### config.mk
export PLATFORM = sky130hd
export DESIGN_NAME = motor_ramp_and_stall_controller
export DESIGN_NICKNAME = d
export VERILOG_FILES = /design/src/hdl/mrsc_pkg.sv /design/src/hdl/motor_ramp_and_stall_controller.sv /design/src/hdl/mrsc_div.sv /design/src/hdl/mrsc_ctrl.sv
export SDC_FILE = /design/constraint.sdc
export NUM_CORES = 2
export LEC_CHECK = 0
export BUFFER_PORTS_ARGS = -buffer_cell sky130_fd_sc_hd__buf_2
export CORE_ASPECT_RATIO = 1.75
export CORE_UTILIZATION = 55
export CTS_CLUSTER_DIAMETER = 30
export DETAILED_ROUTE_END_ITERATION = 8
export MAX_ROUTING_LAYER = met4
export PLACE_DENSITY = 0.74
export REMOVE_ABC_BUFFERS = 1
export SLEW_MARGIN = 15
export SYNTH_ARGS = -nofsm -noshare
export SYNTH_HDL_FRONTEND = slang
export SYNTH_HIERARCHICAL = 1
export SYNTH_SLANG_ARGS = --single-unit
### constraint.sdc
create_clock -name clk -period 14.6 [get_ports clk]
set_clock_uncertainty 0.2 [all_clocks]
set_input_delay 2.92 -clock clk [delete_from_list [all_inputs] [get_ports clk]]
set_output_delay 2.92 -clock clk [all_outputs]
set_load 0.01 [all_outputs]
### src/hdl/mrsc_pkg.sv
package mrsc_pkg;

	localparam int COUNT_WIDTH = 24;
	localparam int TIME_WIDTH = 32;

	localparam int CMD_W = 2;
	localparam int FT_W = 23;
	localparam int LVL_W = 16;
	localparam int RAMP_W = 16;
	localparam int CFG_W = FT_W;
	localparam int CFG_IDX_W = 2;

	localparam int QB = 16;
	localparam int DIV_W = FT_W + 5;
	localparam int QCNT_W = $clog2(QB + 1);

	localparam int WIDE_W = ((COUNT_WIDTH > FT_W) ? COUNT_WIDTH : FT_W) + 10;
	localparam int SPD_W = ((COUNT_WIDTH + 6 > TIME_WIDTH + 3) ?
		(COUNT_WIDTH + 6) : (TIME_WIDTH + 3)) + 1;
	localparam int PROD_W = 2 * (LVL_W + 1);

	localparam int IN_BITS = TIME_WIDTH + COUNT_WIDTH + 1;
	localparam int S_TDATA_W = ((IN_BITS + 7) / 8) * 8;
	localparam int OUT_BITS = 2 * LVL_W + 1;
	localparam int M_TDATA_W = ((OUT_BITS + 7) / 8) * 8;

	localparam int TICK_MIN_MS = 6;
	localparam int STALL_MS = 1500;
	localparam logic [LVL_W-1:0] LEVEL_FULL = '1;

	localparam logic [FT_W-1:0] TRAVEL_RESET = FT_W'(1000);
	localparam logic [LVL_W-1:0] BRAKE_RESET = '0;
	localparam logic [RAMP_W-1:0] RAMP_RESET = RAMP_W'(500);

	typedef enum logic [CMD_W-1:0] {
		CMD_START = 2'd0,
		CMD_TICK  = 2'd1,
		CMD_STOP  = 2'd2,
		CMD_NOP   = 2'd3
	} cmd_t;

	typedef enum logic [CFG_IDX_W-1:0] {
		REG_TRAVEL = 2'd0,
		REG_BRAKE  = 2'd1,
		REG_RAMP   = 2'd2
	} reg_idx_t;

	typedef struct packed {
		logic [FT_W-1:0]   travel;
		logic [LVL_W-1:0]  brake;
		logic [RAMP_W-1:0] ramp;
	} cfg_t;

	typedef struct packed {
		logic             start;
		logic [DIV_W-1:0] num;
		logic [DIV_W-1:0] den;
	} div_req_t;

	typedef struct packed {
		logic          done;
		logic [QB-1:0] quo;
	} div_rsp_t;

endpackage

### src/hdl/motor_ramp_and_stall_controller.sv
// Each request gives exactly one result. Its work runs through one shared 16-step restoring
// divider: a control tick in the ramp or in the braking zone uses it at most once for the
// level, and every request with a position strictly inside the travel uses it once more
// for the position, while the braking curve uses one shared 17 by 17 bit multiplier. The
// block takes no new request while one is being worked on, but a finished result may wait
// in its output register while the next request is accepted. A full travel count of zero
// is treated as one.
module motor_ramp_and_stall_controller (
	input  logic                           clk,
	input  logic                           arst_n,
	input  logic                           cfg_we,
	input  logic [mrsc_pkg::CFG_IDX_W-1:0] cfg_index,
	input  logic [mrsc_pkg::CFG_W-1:0]     cfg_data,
	input  logic                           s_tvalid,
	output logic                           s_tready,
	// now_ms, encoder_count, reverse
	input  logic [mrsc_pkg::S_TDATA_W-1:0] s_tdata,
	// cmd
	input  logic [mrsc_pkg::CMD_W-1:0]     s_tuser,
	output logic                           m_tvalid,
	input  logic                           m_tready,
	// drive_level, still_moving, position
	output logic [mrsc_pkg::M_TDATA_W-1:0] m_tdata
);
	import mrsc_pkg::*;

	logic [FT_W-1:0]   travel_q;
	logic [LVL_W-1:0]  brake_q;
	logic [RAMP_W-1:0] ramp_q;
	cfg_t              cfg;
	div_req_t          div_req;
	div_rsp_t          div_rsp;

	always_ff @(posedge clk or negedge arst_n) begin
		if (!arst_n) begin
			travel_q <= TRAVEL_RESET;
			brake_q <= BRAKE_RESET;
			ramp_q <= RAMP_RESET;
		end else if (cfg_we) begin
			unique case (cfg_index)
				REG_TRAVEL: travel_q <= cfg_data[FT_W-1:0];
				REG_BRAKE:  brake_q <= cfg_data[LVL_W-1:0];
				REG_RAMP:   ramp_q <= cfg_data[RAMP_W-1:0];
				default: begin
				end
			endcase
		end
	end

	assign cfg.travel = (travel_q == '0) ? FT_W'(1) : travel_q;
	assign cfg.brake = brake_q;
	assign cfg.ramp = ramp_q;

	mrsc_div u_div (
		.clk    (clk),
		.arst_n (arst_n),
		.req    (div_req),
		.rsp    (div_rsp)
	);

	mrsc_ctrl u_ctrl (
		.clk      (clk),
		.arst_n   (arst_n),
		.cfg      (cfg),
		.s_tvalid (s_tvalid),
		.s_tready (s_tready),
		.s_tdata  (s_tdata),
		.s_tuser  (s_tuser),
		.m_tvalid (m_tvalid),
		.m_tready (m_tready),
		.m_tdata  (m_tdata),
		.div_req  (div_req),
		.div_rsp  (div_rsp)
	);

endmodule

### src/hdl/mrsc_div.sv
module mrsc_div (
	input  logic               clk,
	input  logic               arst_n,
	input  mrsc_pkg::div_req_t req,
	output mrsc_pkg::div_rsp_t rsp
);
	import mrsc_pkg::*;

	logic [DIV_W-1:0]  rem_q;
	logic [DIV_W-1:0]  den_q;
	logic [QB-1:0]     quo_q;
	logic [QCNT_W-1:0] cnt_q;
	logic              busy_q;
	logic              done_q;
	logic [DIV_W:0]    shifted;
	logic              fits;
	logic [DIV_W:0]    diff;

	// Restoring division, one quotient bit per cycle; the remainder always stays below den.
	assign shifted = {rem_q, 1'b0};
	assign fits = shifted >= {1'b0, den_q};
	assign diff = shifted - {1'b0, den_q};

	always_ff @(posedge clk or negedge arst_n) begin
		if (!arst_n) begin
			busy_q <= 1'b0;
			done_q <= 1'b0;
			cnt_q <= '0;
		end else begin
			done_q <= 1'b0;
			if (req.start) begin
				busy_q <= 1'b1;
				cnt_q <= QCNT_W'(QB);
			end else if (busy_q) begin
				cnt_q <= cnt_q - 1'b1;
				if (cnt_q == QCNT_W'(1)) begin
					busy_q <= 1'b0;
					done_q <= 1'b1;
				end
			end
		end
	end

	always_ff @(posedge clk) begin
		if (req.start) begin
			rem_q <= req.num;
			den_q <= req.den;
			quo_q <= '0;
		end else if (busy_q) begin
			rem_q <= fits ? diff[DIV_W-1:0] : shifted[DIV_W-1:0];
			quo_q <= {quo_q[QB-2:0], fits};
		end
	end

	assign rsp.done = done_q;
	assign rsp.quo = quo_q;

endmodule

### src/hdl/mrsc_ctrl.sv
module mrsc_ctrl (
	input  logic                           clk,
	input  logic                           arst_n,
	input  mrsc_pkg::cfg_t                 cfg,
	input  logic                           s_tvalid,
	output logic                           s_tready,
	input  logic [mrsc_pkg::S_TDATA_W-1:0] s_tdata,
	input  logic [mrsc_pkg::CMD_W-1:0]     s_tuser,
	output logic                           m_tvalid,
	input  logic                           m_tready,
	output logic [mrsc_pkg::M_TDATA_W-1:0] m_tdata,
	output mrsc_pkg::div_req_t             div_req,
	input  mrsc_pkg::div_rsp_t             div_rsp
);
	import mrsc_pkg::*;

	typedef enum logic [3:0] {
		ST_IDLE,
		ST_PREP,
		ST_SCALE,
		ST_DECIDE,
		ST_RDIV,
		ST_SQR,
		ST_BRK,
		ST_LVL,
		ST_PSTART,
		ST_PDIV,
		ST_OUT
	} state_t;

	state_t state_q;

	cmd_t                   cmd_q;
	logic [TIME_WIDTH-1:0]  now_q;
	logic [COUNT_WIDTH-1:0] enc_q;
	logic                   rev_q;

	logic                   ramp_act_q;
	logic [TIME_WIDTH-1:0]  ramp_start_q;
	logic [COUNT_WIDTH-1:0] last_cnt_q;
	logic [TIME_WIDTH-1:0]  last_tick_q;
	logic [TIME_WIDTH-1:0]  last_motion_q;
	logic                   slow_q;
	logic [LVL_W-1:0]       lvl_q;
	logic                   moving_q;
	logic [LVL_W-1:0]       pos_q;
	logic                   div_ramp_q;
	logic [LVL_W:0]         t_q;
	div_req_t               div_req_q;
	logic                   out_valid_q;
	logic [M_TDATA_W-1:0]   out_data_q;

	logic [TIME_WIDTH-1:0]    dt_q;
	logic [TIME_WIDTH-1:0]    age_q;
	logic [TIME_WIDTH-1:0]    el_q;
	logic signed [COUNT_WIDTH:0] diff_q;
	logic signed [WIDE_W-1:0] c100_q;
	logic signed [WIDE_W-1:0] f80_q;
	logic signed [WIDE_W-1:0] f20_q;
	logic [DIV_W-1:0]         den17_q;
	logic                     pos_lo_q;
	logic                     pos_hi_q;
	logic signed [WIDE_W-1:0] num_q;
	logic signed [SPD_W-1:0]  d20_q;
	logic signed [SPD_W-1:0]  dt7_q;
	logic [PROD_W-1:0]        prod_q;

	logic signed [WIDE_W-1:0] c_w;
	logic signed [WIDE_W-1:0] f_w;
	logic signed [SPD_W-1:0]  d_w;
	logic signed [SPD_W-1:0]  dt_w;
	logic signed [SPD_W-1:0]  spd_sum;
	logic                     slow_now;
	logic                     slow_next;
	logic                     changed;
	logic                     recent;
	logic                     num_ge_den;
	logic [LVL_W:0]           mul_a;
	logic [LVL_W:0]           mul_b;
	logic                     in_take;

	assign in_take = s_tvalid && s_tready;
	assign s_tready = (state_q == ST_IDLE);
	assign m_tvalid = out_valid_q;
	assign m_tdata = out_data_q;
	assign div_req = div_req_q;

	assign c_w = WIDE_W'($signed(enc_q));
	assign f_w = $signed(WIDE_W'(cfg.travel));
	assign d_w = SPD_W'(diff_q);
	assign dt_w = $signed(SPD_W'(dt_q));

	// A negative difference is slow when 20*|d| < 7*dt, that is when 7*dt + 20*d > 0.
	assign spd_sum = dt7_q + d20_q;
	assign slow_now = d20_q[SPD_W-1] ? (!spd_sum[SPD_W-1] && (spd_sum != '0))
		: (d20_q < dt7_q);
	assign slow_next = slow_q || slow_now;
	assign changed = (diff_q != '0);
	assign recent = (age_q < TIME_WIDTH'(STALL_MS));
	assign num_ge_den = ($unsigned(num_q) >= WIDE_W'(den17_q));

	always_comb begin
		if (state_q == ST_SQR) begin
			mul_a = t_q;
			mul_b = t_q;
		end else begin
			mul_a = {1'b0, LEVEL_FULL - cfg.brake};
			mul_b = prod_q[2*LVL_W:LVL_W];
		end
	end

	always_ff @(posedge clk) begin
		if (in_take) begin
			cmd_q <= cmd_t'(s_tuser);
			now_q <= s_tdata[TIME_WIDTH-1:0];
			enc_q <= s_tdata[TIME_WIDTH +: COUNT_WIDTH];
			rev_q <= s_tdata[TIME_WIDTH + COUNT_WIDTH];
		end
		if (state_q == ST_PREP) begin
			dt_q <= now_q - last_tick_q;
			age_q <= now_q - last_motion_q;
			el_q <= now_q - ramp_start_q;
			diff_q <= $signed({last_cnt_q[COUNT_WIDTH-1], last_cnt_q})
				- $signed({enc_q[COUNT_WIDTH-1], enc_q});
			c100_q <= (c_w <<< 6) + (c_w <<< 5) + (c_w <<< 2);
			f80_q <= (f_w <<< 6) + (f_w <<< 4);
			f20_q <= (f_w <<< 4) + (f_w <<< 2);
			den17_q <= (DIV_W'(cfg.travel) << 4) + DIV_W'(cfg.travel);
			pos_lo_q <= c_w[WIDE_W-1] || (c_w == '0);
			pos_hi_q <= (c_w >= f_w);
		end
		if (state_q == ST_SCALE) begin
			num_q <= rev_q ? (f20_q - c100_q) : (c100_q - f80_q);
			d20_q <= (d_w <<< 4) + (d_w <<< 2);
			dt7_q <= (dt_w <<< 3) - dt_w;
		end
		if (state_q == ST_SQR || state_q == ST_BRK) begin
			prod_q <= PROD_W'(mul_a) * PROD_W'(mul_b);
		end
	end

	always_ff @(posedge clk or negedge arst_n) begin
		if (!arst_n) begin
			state_q <= ST_IDLE;
			ramp_act_q <= 1'b0;
			ramp_start_q <= '0;
			last_cnt_q <= '0;
			last_tick_q <= '0;
			last_motion_q <= '0;
			slow_q <= 1'b0;
			lvl_q <= '0;
			moving_q <= 1'b1;
			pos_q <= '0;
			div_ramp_q <= 1'b0;
			t_q <= '0;
			div_req_q <= '0;
			out_valid_q <= 1'b0;
			out_data_q <= '0;
		end else begin
			if (out_valid_q && m_tready && state_q != ST_OUT) begin
				out_valid_q <= 1'b0;
			end
			unique case (state_q)
				ST_IDLE: begin
					if (in_take) begin
						state_q <= ST_PREP;
					end
				end
				ST_PREP: begin
					state_q <= ST_SCALE;
				end
				ST_SCALE: begin
					state_q <= ST_DECIDE;
				end
				ST_DECIDE: begin
					unique case (cmd_q)
						CMD_START: begin
							ramp_act_q <= 1'b1;
							ramp_start_q <= now_q;
							last_cnt_q <= enc_q;
							last_tick_q <= now_q;
							last_motion_q <= now_q;
							moving_q <= 1'b1;
							state_q <= ST_PSTART;
						end
						CMD_STOP: begin
							lvl_q <= '0;
							ramp_act_q <= 1'b0;
							slow_q <= 1'b0;
							moving_q <= recent;
							state_q <= ST_PSTART;
						end
						CMD_TICK: begin
							if (dt_q >= TIME_WIDTH'(TICK_MIN_MS)) begin
								last_cnt_q <= enc_q;
								last_tick_q <= now_q;
								if (changed) begin
									last_motion_q <= now_q;
								end
								moving_q <= changed || recent;
								if (ramp_act_q) begin
									if (el_q >= TIME_WIDTH'(cfg.ramp)) begin
										lvl_q <= LEVEL_FULL;
										ramp_act_q <= 1'b0;
										state_q <= ST_PSTART;
									end else begin
										div_req_q.start <= 1'b1;
										div_req_q.num <= DIV_W'(el_q[RAMP_W-1:0]);
										div_req_q.den <= DIV_W'(cfg.ramp);
										div_ramp_q <= 1'b1;
										state_q <= ST_RDIV;
									end
								end else begin
									slow_q <= slow_next;
									if (slow_next) begin
										state_q <= ST_PSTART;
									end else if (num_q[WIDE_W-1]) begin
										lvl_q <= LEVEL_FULL;
										state_q <= ST_PSTART;
									end else if (num_ge_den) begin
										t_q <= {1'b1, {LVL_W{1'b0}}};
										state_q <= ST_SQR;
									end else begin
										div_req_q.start <= 1'b1;
										div_req_q.num <= num_q[DIV_W-1:0];
										div_req_q.den <= den17_q;
										div_ramp_q <= 1'b0;
										state_q <= ST_RDIV;
									end
								end
							end else begin
								moving_q <= 1'b1;
								state_q <= ST_PSTART;
							end
						end
						default: begin
							moving_q <= 1'b1;
							state_q <= ST_PSTART;
						end
					endcase
				end
				ST_RDIV: begin
					div_req_q.start <= 1'b0;
					if (div_rsp.done) begin
						if (div_ramp_q) begin
							lvl_q <= div_rsp.quo;
							state_q <= ST_PSTART;
						end else begin
							t_q <= {1'b0, div_rsp.quo};
							state_q <= ST_SQR;
						end
					end
				end
				ST_SQR: begin
					state_q <= ST_BRK;
				end
				ST_BRK: begin
					state_q <= ST_LVL;
				end
				ST_LVL: begin
					lvl_q <= LEVEL_FULL - prod_q[2*LVL_W-1:LVL_W];
					state_q <= ST_PSTART;
				end
				ST_PSTART: begin
					if (pos_lo_q) begin
						pos_q <= '0;
						state_q <= ST_OUT;
					end else if (pos_hi_q) begin
						pos_q <= LEVEL_FULL;
						state_q <= ST_OUT;
					end else begin
						div_req_q.start <= 1'b1;
						div_req_q.num <= DIV_W'(enc_q);
						div_req_q.den <= DIV_W'(cfg.travel);
						state_q <= ST_PDIV;
					end
				end
				ST_PDIV: begin
					div_req_q.start <= 1'b0;
					if (div_rsp.done) begin
						pos_q <= div_rsp.quo;
						state_q <= ST_OUT;
					end
				end
				ST_OUT: begin
					if (!out_valid_q || m_tready) begin
						out_valid_q <= 1'b1;
						out_data_q <= M_TDATA_W'({pos_q, moving_q, lvl_q});
						state_q <= ST_IDLE;
					end
				end
				default: begin
					state_q <= ST_IDLE;
				end
			endcase
		end
	end

endmodule

# --- After elaboration in Yosys (flattened, before gate mapping) ---
# Cells that the tools add are included.
word_totals:
  reg_bits: 853
  latchBits: 0
  mem_bits_rw: 0
  rom_bits: 0
  inputBits: 96
  out_inout_bits: 42
  memories: 0
classes:
  addsub: 18
  n_mul: 1
  div: 0
  order_cmp: 7
  n_eq_ne: 47
  shifts: 0
  muxes: 88
  bitwise: 0
  reduce_logical: 44
op_table:
  columns: ["op", "n"]
  rows:
  - ["57-bit 2-to-1 mux", 9]
  - ["17-bit 2-to-1 mux", 10]
  - ["16-bit 2-to-1 mux", 10]
  - ["32-bit one-hot mux with 2 select lines", 2]
  - ["56-bit one-hot mux with 2 select lines", 1]
  - ["32-bit 2-to-1 mux", 3]
  - ["32-bit subtractor", 3]
  - ["28-bit 2-to-1 mux", 3]
  - ["34-bit subtractor", 2]
  - ["16-bit one-hot mux with 2 select lines", 2]
  - ["29-bit by 27-bit adder with 30-bit output", 2]
  - ["16-bit one-hot mux with 3 select lines", 1]
  - ["24-bit one-hot mux with 2 select lines", 1]
  - ["4-bit 2-to-1 mux", 11]
  - ["4-bit one-hot mux with 11 select lines", 1]
  - ["36-bit adder", 1]
  - ["36-bit less-than comparator", 1]
  - ["36-bit nonzero test", 1]
  - ["35-bit by 32-bit subtractor with 36-bit output", 1]
  - ["34-bit by 28-bit greater-or-equal comparator with 1-bit output", 1]
  - ["34-bit zero test", 1]
  - ["34-bit 2-to-1 mux", 1]
  - ["17-bit one-hot mux with 2 select lines", 1]
  - ["17-bit by 17-bit multiplier with 33-bit output", 1]
  - ["other kinds (51)", 135]

# --- Longest topological paths before layout ---
depth:
  word_depth: 10
  depth_mapped: 34
  depth_no_buf: 30

# --- By module ---
# Netlist, hierarchy kept.
modules_own_cells:
  columns: ["mod", "instances", "cells_each", "area_each_um2", "seq_area_each_um2"]
  rows:
  - ["mrsc_ctrl", 1, 5164, 50671.1, 17938.5]
  - ["mrsc_div", 1, 471, 4879.7, 2177.1]
  - ["motor_ramp_and_stall_controller", 1, 148, 2224.6, 1391.3]

# --- Worst setup path after synthesis ---
# No wires, ideal clock.
synth_timing:
  path_type: "flip-flop to flip-flop"
  start: "register u_ctrl.state_q[1]"
  end: "register u_ctrl.age_q[10], enable pin"
  setup_ns: 1.011
  arrival_ns: 14.391
  required_ns: 13.389
  path_slack_ns: -1.002
  path_stages_with_launch: 4
  path_buffers: 1
  period_less_slack_ns: 15.602
  cell_sequence: "dfrtp_1 clkbuf_1 nand2b_1 nor3_1"
synth_between:
  elab_chain_len: 1
synth_rtl:
  columns: ["element", "line", "rtl"]
  rows:
  - ["from (decl)", "mrsc_ctrl.sv:31", "state_t state_q;"]
  - ["from (signal assigned)", "mrsc_ctrl.sv:144", "state_q <= ST_IDLE;"]
  - ["from (signal assigned)", "mrsc_ctrl.sv:166", "state_q <= ST_PREP;"]
  - ["from (signal assigned)", "mrsc_ctrl.sv:170", "state_q <= ST_SCALE;"]
  - ["4-bit by 1-bit equality test with 1-bit output", "mrsc_ctrl.sv:119", "if (state_q == ST_PREP) begin"]
  - ["to (signal assigned)", "mrsc_ctrl.sv:121", "age_q <= now_q - last_motion_q;"]
  - ["to (decl)", "mrsc_ctrl.sv:54", "logic [TIME_WIDTH-1:0] age_q;"]
# No other way between the ends.
# A chain may end at the register's enable or synchronous reset.

# --- Worst setup path after layout ---
layout_timing:
  start: "register u_ctrl.state_q[0]"
  end: "register u_ctrl.prod_q[32] (data pin)"
layout_between:
  elab_chain_len: 3
  elab_cells_between_ends: 4
  classes_between: "mul: 1; eq/ne: 1; mux: 2"
layout_rtl:
  columns: ["element", "line", "rtl"]
  rows:
  - ["4-bit by 3-bit equality test with 1-bit output *", "mrsc_ctrl.sv:103", "if (state_q == ST_SQR) begin"]
  - ["17-bit 2-to-1 mux", "mrsc_ctrl.sv:103", null]
  - ["17-bit by 17-bit multiplier with 33-bit output *", "mrsc_ctrl.sv:138", "prod_q <= PROD_W'(mul_a) * PROD_W'(mul_b);"]
  - ["to (signal assigned)", "mrsc_ctrl.sv:138", null]
  - ["to (decl)", "mrsc_ctrl.sv:66", "logic [PROD_W-1:0] prod_q;"]
# Every way passes the cells marked *; elsewhere a longest branch is shown, timed or not.

==> key figures <==
Clock network
  • H-tree depth: 3
  • Hold-fix buffers, CTS: 0
  • TritonCTS Buffers: 115
  • Clk_lat worst skew: 0.75 ns
  • Clk buf depth: 3
  • CTS root buffer: clkbuf_16
  • Clock sinks: 776
  • PostCTS Resize Cnt: 0
  • CTS tree: done
  • Worst-path clk slew: 0.06 ns
  • Post-CTS Setup Repair Bufs: 0

Synth
  • Mux share of post-synthesis cell area: 0.0581
  • Post-synthesis cell count: 5,783
  • Synth top area share: 0.223
  • Syn avg cell area: 9.99 um2
  • Post-Synth Simple-Gate Area: 0.122
  • Netlist cell types: 113
  • Xor/xnor cell area share of the yosys netlist: 0.0431
  • Post-synth EDFFs: 430
  • Post-synthesis compound-gate area fraction: 0.132
  • Post-synthesis async set-or-reset flop share: 0.425
  • Post-Synth Adder-Cell Area: 0.210
  • Largest family of logic cells by synthesized area: adder cells
  • Seq/Total Area, Yosys: 0.372
  • Synth Warn #: 6
  • Synth area leaders: edfxtp_1, dfrtp_1, ha_1
  • Flops & latches, synth: 776
  • Netlist Area Pre-Place: 0.0578 mm2
  • Main synth FF type: edfxtp_1
  • Largest area contributor in the netlist: edfxtp_1

Finish
  • Synth-to-Final Area Change: 10.5%
  • Layout cells sized above 1: 0.114
  • Multi-input logic area: 0.0328 mm2
  • Commonest non-fill, non-tap cell in the layout: inv_1
  • Reg area: 0.0215 mm2
  • Layout net count: 6,826
  • FILL cells: 8,479
  • Commonest non-fill, non-tap cells in the layout: inv_1, ha_1, nand2_1

Route
  • Vias: 43,573
  • Routed Antenna Nets: 0
  • Vias per std cell: 5.92
  • DR iter-0 viols: 2,509
  • Wire length per cell: 22.3 um
  • Routed wire length: 164,000 um
  • DRC Markers: 44
  • First-pass iteration count of the detailed router: 8

Status
  • Status: finished with violations
  • Failing checks: DRC

Timing
  • Worst Max-Slew Pin Slew: 1.28 ns
  • Final min period: 9.34 ns
  • Final setup viols: 0
  • Period Utilization, post-route: 0.640
  • Unrepaired setup endpoints after global routing: false
  • Hold Vio Cnt, Final: 0
  • Max transition margin: 0.139
  • Fin. max-slew vios: 0
  • Hold Worst Slack: 0.249 ns
  • Fmax: 107 MHz

Run
  • Max-cap violations: 0

Worst setup path
  • Critical path arrival: 9.62 ns
  • Crit path kind: flop to flop
  • Worst setup SP type: flop
  • Required time of the critical path: 14.87 ns
  • Slowest-stage cell, CP: a21boi_1
  • Crit path top cell by count: fa_1
  • FF-to-FF path depth: 29
  • Critical Path Sink Type: flop
  • Highest net fanout along the worst path: 74
  • CP peak stage delay: 0.84 ns

Hold path
  • Hold Crit Depth: 0
  • Worst Hold Class: flop to flop

Global route
  • First-pass GRT wire length: 250,000 um
  • Largest net degree at the start of global routing: 150
  • Total gr overflow: 0
  • Initial antenna violation count: 4
  • Vias in the first global route: 45,691
  • GRT Total Usage: 0.322

Die
  • Die Wd: 247 um
  • Core area: 0.104 mm2
  • Initial Util: 0.557
  • Die ar.: 0.106 mm2
  • FP Rows: 156
  • Die H: 431 um
  • I/O pin total: 138

Place
  • DP Wirelength: 127,000 um
  • RD Place Congestion: 1.06
  • Port Buffers: 123
[sequential cells by signal, indices dropped and copies added (netlist names), 29 cells and up]
name	cells
u_ctrl/div_req	57
u_ctrl/dt7_q	36
u_ctrl/m_tdata	33
u_ctrl/dt_q	32
u_ctrl/el_q	32
u_ctrl/last_motion_q	32
u_ctrl/last_tick_q	32
u_ctrl/now_q	32
u_ctrl/num_q	32
u_ctrl/ramp_start_q	32
u_ctrl/age_q	30
u_ctrl/c100_q	29
[metal layers]
layer | track usage | routed length (um) | vias to the layer above
met2 | 0.581 | 86900 | 1284
li1 | - | - | 20327
met4 | 0.275 | 16400 | 0
met5 | - | 0 | -
met3 | 0.0490 | 7230 | 673
met1 | 0.290 | 53400 | 21289
[worst max-delay path, delay by kind of cell (launching register included)]
kind,cells,cell delay (ns)
AOI/OAI and AO/OA,10,3.12
xor gates and xnor gates,1,0.08
adders and majority gates,7,3.22
buffers and inverters,4,0.49
DFF,1,0.62
and+or+nand+nor,7,1.30
[stage by stage]
step | TNS, ns | setup WS, ns | cell area (um2) | utilization | cells
after CTS | 0 | 5.21 | 63800 | 0.616 | 7354
after global placement | 0 | 5.15 | 59800 | 0.577 | 7135
after detailed placement | 0 | 5.23 | 59800 | 0.577 | 7135
final | 0 | 5.26 | 63800 | 0.616 | 7359
after floorplan | -183.46 | -0.908 | 57000 | - | 5618
after global routing | 0 | 4.86 | 63800 | 0.616 | 7358
[layout make-up]
class	instances	share of cell area
sequential	776	0.337
multi-input combinational	4103	0.514
inverter	739	0.0435
tap	1343	0.0263
clock buffer	134	0.0480
antenna	4	0.000157
clock inverter	85	0.0149
timing repair buffer	175	0.0163
[worst paths after layout]
| path | end | slack, ns | from |
|---|---|---|---|
| max | u_ctrl/prod_q[32] | 5.26 | u_ctrl/state_q[0] |
| min | u_div/den_q[1] | 0.25 | u_ctrl/div_req[1] |
| min in group asynchronous | u_ctrl/last_cnt_q[3] | 1.91 | arst_n |
| max reg2reg | u_ctrl/prod_q[32] | 5.26 | u_ctrl/state_q[0] |
| max in group asynchronous | u_ctrl/div_req[56] | 10.12 | arst_n |
| min reg2reg | u_div/den_q[1] | 0.25 | u_ctrl/div_req[1] |
[synth_stat cells (10+ instances only)]
cell type  instances
a2111oi_0         13
a211oi_1          33
a21boi_0          22
a21o_1           110
a21oi_1          275
a31oi_1           23
and2_1            33
and3_1            39
buf_1             13
buf_4             15
buf_6             10
clkbuf_1         123
dfrtp_1          317
dfstp_2           13
dfxtp_1           16
edfxtp_1         430
fa_1             253
ha_1             567
inv_1            734
mux2_2           164
mux2_4            44
mux2i_1           84
nand2_1          517
nand2b_1          49
nand3_1           94
nand4_1           37
nor2_1           414
nor2b_1           69
nor3_1            99
nor4_1            47
o2111ai_1         14
o211ai_1          45
o21a_1            66
o21ai_0          338
o21ai_1           32
o21bai_1          37
o31ai_1           31
or2_2             17
or3_1             41
xnor2_1          213
xor2_1            71
[logic make-up after synthesis]
kind of cell | Yosys count
other | 1
flip-flops | 776
AO/OA/AOI/OAI | 1185
AND/OR/NAND/NOR | 1514
XOR/XNOR | 284
adder cells (fa/ha/maj) | 820
multiplexers | 293
buffers and inverters | 910
Power is left out: the tool's default activity adds up to more than one toggle a clock period on the data nets, which glitch-free logic cannot reach.
